==> config.mk <==
export PLATFORM = sky130hd
export DESIGN_NAME = command_line_editor_and_matcher_top
export DESIGN_NICKNAME = d
export VERILOG_FILES = /design/src/hdl/cle_pkg.sv /design/src/hdl/cle_line.sv /design/src/hdl/cle_out_buf.sv /design/src/hdl/command_line_editor_and_matcher_top.sv
export SDC_FILE = /design/constraint.sdc
export NUM_CORES = 1
export LEC_CHECK = 0
export BUFFER_PORTS_ARGS = -buffer_cell sky130_fd_sc_hd__buf_2
export CAP_MARGIN = 20
export CORE_MARGIN = 3
export CORE_UTILIZATION = 40
export DETAILED_ROUTE_END_ITERATION = 12
export GPL_ROUTABILITY_DRIVEN = 1
export GPL_TIMING_DRIVEN = 0
export PLACE_DENSITY = 0.6
export SETUP_SLACK_MARGIN = 0.4
export SLEW_MARGIN = 20
export SYNTH_ARGS = -nofsm -noshare
export SYNTH_HDL_FRONTEND = slang
export SYNTH_SLANG_ARGS = --single-unit
==> constraint.sdc <==
create_clock -name aclk -period 4 [get_ports aclk]
set_input_delay 0.2 -clock aclk [delete_from_list [all_inputs] [get_ports aclk]]
set_output_delay 0.2 -clock aclk [all_outputs]
set_load 0.05 [all_outputs]
==> src/hdl/cle_pkg.sv <==
// shared constants and result type for the command line editor and matcher
`default_nettype none
package cle_pkg;

    localparam logic [7:0] CH_LF  = 8'h0A;
    localparam logic [7:0] CH_CR  = 8'h0D;
    localparam logic [7:0] CH_BS  = 8'h08;
    localparam logic [7:0] CH_DEL = 8'h7F;
    localparam logic [7:0] CH_ESC = 8'h1B;

    localparam logic [7:0] CH_H   = 8'h68;  // "h"
    localparam logic [7:0] CH_V   = 8'h76;  // "v"
    localparam logic [7:0] CH_E   = 8'h65;  // "e"
    localparam logic [7:0] CH_R   = 8'h72;  // "r"
    localparam logic [7:0] CH_0   = 8'h30;  // "0"
    localparam logic [7:0] CH_1   = 8'h31;  // "1"

    localparam logic [2:0] CMD_NONE    = 3'd0;
    localparam logic [2:0] CMD_HELP    = 3'd1;
    localparam logic [2:0] CMD_LED_OFF = 3'd2;
    localparam logic [2:0] CMD_LED_ON  = 3'd3;
    localparam logic [2:0] CMD_VERSION = 3'd4;
    localparam logic [2:0] CMD_UNKNOWN = 3'd5;

    // number of leading characters that the command texts look at
    localparam int HEAD_LEN = 3;

    localparam int RESULT_W = 12;
    localparam int TDATA_W  = 16;

    typedef struct packed {
        logic [2:0] command;
        logic       line_done;
        logic [7:0] echo_char;
    } cle_result_t;

endpackage
`default_nettype wire

==> src/hdl/cle_line.sv <==
// line state: length counter, head characters and command matching
`default_nettype none
module cle_line #(
    parameter int LINE_CAPACITY = 16
) (
    input  wire logic               aclk,
    input  wire logic               aresetn,
    input  wire logic               char_valid,
    input  wire logic [7:0]         rx_char,
    output cle_pkg::cle_result_t    result
);
    import cle_pkg::*;

    localparam int LEN_W = $clog2(LINE_CAPACITY + 1);
    localparam logic [LEN_W-1:0] CAP  = LEN_W'(LINE_CAPACITY);
    localparam logic [LEN_W-1:0] ONE  = LEN_W'(1);
    localparam logic [LEN_W-1:0] THREE = LEN_W'(3);
    localparam logic [LEN_W-1:0] HEAD = LEN_W'(HEAD_LEN);

    logic [LEN_W-1:0] length_reg, length_next;
    // only the first characters of a line can decide a match, the rest are counted
    logic [7:0]       head_reg [HEAD_LEN];
    logic             head_we;
    logic [1:0]       head_idx;
    logic [2:0]       code;

    always_comb begin
        if (length_reg == ONE && head_reg[0] == CH_H) begin
            code = CMD_HELP;
        end else if (length_reg == ONE && head_reg[0] == CH_0) begin
            code = CMD_LED_OFF;
        end else if (length_reg == ONE && head_reg[0] == CH_1) begin
            code = CMD_LED_ON;
        end else if (length_reg == THREE && head_reg[0] == CH_V && head_reg[1] == CH_E
                     && head_reg[2] == CH_R) begin
            code = CMD_VERSION;
        end else begin
            code = CMD_UNKNOWN;
        end
    end

    always_comb begin
        length_next      = length_reg;
        head_we          = 1'b0;
        head_idx         = length_reg[1:0];
        result.echo_char = rx_char;
        result.line_done = 1'b0;
        result.command   = CMD_NONE;
        if (rx_char == CH_ESC) begin
            length_next      = '0;
            result.line_done = 1'b1;
            result.command   = CMD_UNKNOWN;
        end else if (rx_char == CH_CR || rx_char == CH_LF) begin
            length_next      = '0;
            result.line_done = 1'b1;
            result.command   = code;
        end else if (rx_char == CH_BS || rx_char == CH_DEL) begin
            if (length_reg != '0) begin
                length_next = length_reg - ONE;
            end
        end else if (length_reg < CAP) begin
            length_next = length_reg + ONE;
            head_we     = (length_reg < HEAD);
        end
    end

    always_ff @(posedge aclk) begin
        if (!aresetn) begin
            length_reg <= '0;
        end else if (char_valid) begin
            length_reg <= length_next;
        end
    end

    always_ff @(posedge aclk) begin
        if (char_valid && head_we) begin
            head_reg[head_idx] <= rx_char;
        end
    end

endmodule
`default_nettype wire

==> src/hdl/cle_out_buf.sv <==
// two-entry result buffer that decouples the input from the output stall
`default_nettype none
module cle_out_buf (
    input  wire logic               aclk,
    input  wire logic               aresetn,
    input  wire logic               in_valid,
    output logic                    in_ready,
    input  cle_pkg::cle_result_t    in_data,
    output logic                    out_valid,
    input  wire logic               out_ready,
    output cle_pkg::cle_result_t    out_data
);
    import cle_pkg::*;

    cle_result_t entry_reg [2];
    logic        wr_ptr_reg, rd_ptr_reg;
    logic [1:0]  count_reg, count_next;
    logic        push, pop;

    assign in_ready  = (count_reg != 2'd2);
    assign out_valid = (count_reg != 2'd0);
    assign out_data  = entry_reg[rd_ptr_reg];
    assign push      = in_valid && in_ready;
    assign pop       = out_valid && out_ready;

    always_comb begin
        count_next = count_reg;
        if (push && !pop) begin
            count_next = count_reg + 2'd1;
        end else if (pop && !push) begin
            count_next = count_reg - 2'd1;
        end
    end

    always_ff @(posedge aclk) begin
        if (!aresetn) begin
            wr_ptr_reg <= 1'b0;
            rd_ptr_reg <= 1'b0;
            count_reg  <= 2'd0;
        end else begin
            count_reg <= count_next;
            if (push) begin
                wr_ptr_reg <= ~wr_ptr_reg;
            end
            if (pop) begin
                rd_ptr_reg <= ~rd_ptr_reg;
            end
        end
    end

    always_ff @(posedge aclk) begin
        if (push) begin
            entry_reg[wr_ptr_reg] <= in_data;
        end
    end

endmodule
`default_nettype wire

==> src/hdl/command_line_editor_and_matcher_top.sv <==
// top level of the command line editor and matcher
`default_nettype none
// Takes one terminal character per request and returns one result per request:
// the echoed character, a line-done flag and a command code (0 none, 1 help "h",
// 2 led off "0" so send 0x30, 3 led on "1" so send 0x31, 4 version "ver",
// 5 unknown or empty line). Backspace and delete drop the last character,
// escape ends the line as an empty command, CR or LF end and match it.
// Characters beyond LINE_CAPACITY are echoed but not stored, erase on an empty
// line does nothing. One request is taken every cycle while the result buffer
// has room: the line state and the matching compares sit between the input
// handshake and a two-entry result buffer, which registers each result. The
// input keeps flowing while one result waits on the output and stalls only once
// two results wait, so an output stall reaches the input once both entries fill.
module command_line_editor_and_matcher_top #(
    parameter int LINE_CAPACITY = 16
) (
    input  wire logic        aclk,
    input  wire logic        aresetn,
    // input character channel
    input  wire logic        s_tvalid,
    output logic             s_tready,
    input  wire logic [7:0]  s_tdata,   // [7:0] rx_char
    // result channel
    output logic             m_tvalid,
    input  wire logic        m_tready,
    output logic [15:0]      m_tdata    // [7:0] echo_char, [8] line_done,
                                        // [11:9] command, [15:12] zero
);
    import cle_pkg::*;

    cle_result_t line_result;
    cle_result_t out_result;
    logic        accept;

    // a request is taken whenever the result buffer has room
    assign accept = s_tvalid && s_tready;

    // line length, head characters and command matching
    cle_line #(
        .LINE_CAPACITY (LINE_CAPACITY)
    ) u_line (
        .aclk       (aclk),
        .aresetn    (aresetn),
        .char_valid (accept),
        .rx_char    (s_tdata),
        .result     (line_result)
    );

    // result register with one spare slot for output stalls
    cle_out_buf u_out_buf (
        .aclk      (aclk),
        .aresetn   (aresetn),
        .in_valid  (s_tvalid),
        .in_ready  (s_tready),
        .in_data   (line_result),
        .out_valid (m_tvalid),
        .out_ready (m_tready),
        .out_data  (out_result)
    );

    // pack fields from the lowest bit up, pad to whole bytes
    assign m_tdata = {{(TDATA_W - RESULT_W){1'b0}}, out_result.command,
                      out_result.line_done, out_result.echo_char};

endmodule
`default_nettype wire
==> reports/results.ini <==
[run_status]
status=finished, final reports clean

[sta]
fin_crit_sh_pct=51.9
tns_ns=0
skew_ns=0.00680
finalSetupViolCount=0
fin_crit_ns=2.08
max_slew.worst_pin.slew_ns=0.646
slew_violations=0
slew_headroom_pct=56.9
hold_viol_final=0
fmax_mhz=482
rsz0062_at_grt=no

[floorplan]
start_util_pct=42.2
coreArea_sq_mm=0.00606
die_area_sq_mm=0.00739
die_w_um=86.0
pin_count=30
die_y_um=86.0
num_rows=28

[synth]
synth_largest_area_cell=edfxtp_1
synth_common_cells=48 x edfxtp_1, 12 x mux2_2, 10 x dfxtp_1, 10 x nand3_1, 9 x nor2_1
yosysSeqAreaShare_pct=64.2
synth.avg_cell_area_sq_um=13.9
synthCells=184
synthArstFlopShare_pct=0
synth_xor_xnor_area_share_pct=1.37
synth_area_leaders=edfxtp_1 56%, dfxtp_1 7.8%, mux2_2 5.3%
synth-main-ff-cell=edfxtp_1
yosysWarnings=0
yosysMostFrequentCell=edfxtp_1
synth_top_family_by_area=simple AND/OR/NAND/NOR gates
netlist_area_sq_mm=0.00256
synth_enable_flop_cells=48
synth_mux_area_share_pct=6.65
synth_compound_area_share_pct=5.33
synth-simple-area-share_pct=17.4
synth.distinct_cells=47
synth_top_area_share_pct=56.3
yosys.area_share.adder_pct=2.44
ys_ff_latch=58

[placed_design]
port_buffers=24
dp_cells=286
gp_congestion=0.802
dp_hpwl_mm=3.14

[cts]
clk_pin_slew_worst_paths_ns=0.06
cts_num_sinks=58
cts_tree=yes
clk_path_buf_depth=2
postCtsHoldBufs=0
cts.repair.resized=0
post_cts_buffers=0
cts_buffers=9
cts_root_buf=clkbuf_8
cts-htree-levels=3
clock_latency_ns=0.33

[cells_and_area]
layout-drive-gt1-share_pct=27.3
syn_to_final_growth_pct=16.1
diodes=0
fin_cells=302
nNetsFinal=239

[route]
drt_first_pass_iters=4
drc=0
wl_per_cell_um=15.3
vias=1551
drtAntennaViolNets=0
avgViaCountPerCell=5.14
drtIter0Drc=82
wl_mm=4.63

[run]
drv_cap=0

[global_route]
antenna_found_initial=0
grt_usage_pct=13.7
grt_pass1_vias=1492
grt_max_degree=14
grt-ovfl-total=0
grt_pass1_wl_mm=7.53

[worst_setup_path]
path_class=reg -> reg
critPathArrivalTime_ns=2.06
startpoint=u_out_buf.count_reg[0]$_SDFFE_PN0P_
reg2reg_from=u_out_buf.count_reg[0]$_SDFFE_PN0P_
cp_max_fo=10
required_ns=3.98
end_kind=flip-flop
start_kind=flip-flop

[worst_hold_path]
hp-class=in -> reg
min-delay-start=s_tdata[3]

[power]
p_per_area_mw_per_mm2=599
total_leakage_power_nw=1.07
vdd_ir_drop_max_mv=0.395

power breakdown:
group / internal [W] / switching, W
registers: 0.000751 / 0.0000379
logic: 0.000151 / 0.000336
clock network: 0.000282 / 0.000221
total: 0.00118 / 0.000595
cell type report:
class	instances	area, sq um
fill	543	3090
sequential	58	1640
multi-input combinational	116	867
clock buffer	10	128
timing repair buffer	24	120
tap	75	93.8
clock inverter	6	57.6
buffer	9	48.8
inverter	4	15.0
critical path, cell delays in order, from the launching register on:
cell and delay, ns:
dfxtp_1 0.39, nand2b_1 0.16, nand2_1 0.23, inv_1 0.25
o2111ai_1 0.15, nor2_1 0.16, and2_1 0.39
through the flow:
stage	hold slack (ns)	setup slack [ns]	total power, W	utilization (%)	instance area, sq um
final	0.153	1.92	0.00178	49.0	2970
after global routing	0.135	1.69	0.00188	49.0	2970
after CTS	0.140	1.92	0.00180	49.0	2970
after detailed placement	0.493	1.95	0.00129	45.9	2780
after global placement	0.493	1.96	0.00129	45.9	2780
after floorplan	0.299	1.85	0.00118	-	2570
cell usage in the layout (no fill, tap or decap), drive strengths merged, types with 2 or more instances in the layout:
master / netlist / final
edfxtp: 48 / 48
buf: 5 / 29
clkbuf: 4 / 14
mux2: 13 / 13
nand3: 10 / 10
dfxtp: 10 / 10
nor2: 10 / 10
and2: 8 / 8
nand4: 7 / 7
or3: 6 / 6
nand2: 5 / 5
nor3: 5 / 5
ha: 5 / 5
nand2b: 4 / 4
inv: 4 / 4
nand4b: 4 / 4
conb: 1 / 4
o211ai: 3 / 3
clkinv: 0 / 3
o21ai: 2 / 2
nor4bb: 2 / 2
and3: 2 / 2
xnor2: 2 / 2
mux2i: 2 / 2
xor2: 2 / 2
clkinvlp: 0 / 2
per-layer routing:
layer,share of wire (%),routed length [um],track usage (%)
met5,0,0,0
met4,1.4,65,7.63
met3,4.5,210,4.13
met2,48,2200,20.4
met1,47,2160,17.8
path summary, 6_finish.rpt:
path / end / slack (ns) / cells past startpoint
min: u_out_buf.entry_reg[0][3]$_DFFE_PP_ / 0.15 / 1
min reg2reg: u_out_buf.count_reg[1]$_SDFFE_PN0P_ / 0.51 / 2
max: u_line.head_reg[1][3]$_DFFE_PP_ / 1.92 / 6
max reg2reg: u_line.head_reg[1][3]$_DFFE_PP_ / 1.92 / 6
cells by family (layout without fill, tap and decap cells):
group                      count (synthesis)  after routing
other                                      1              4
muxes                                     15             15
buffers and inverters                     13             53
AOI/OAI and AO/OA                         16             16
and+or+nand+nor                           72             72
adders and majority gates                  5              5
DFF                                       58             58
xor gates and xnor gates                   4              4
Power figures use the tool's default switching activity.
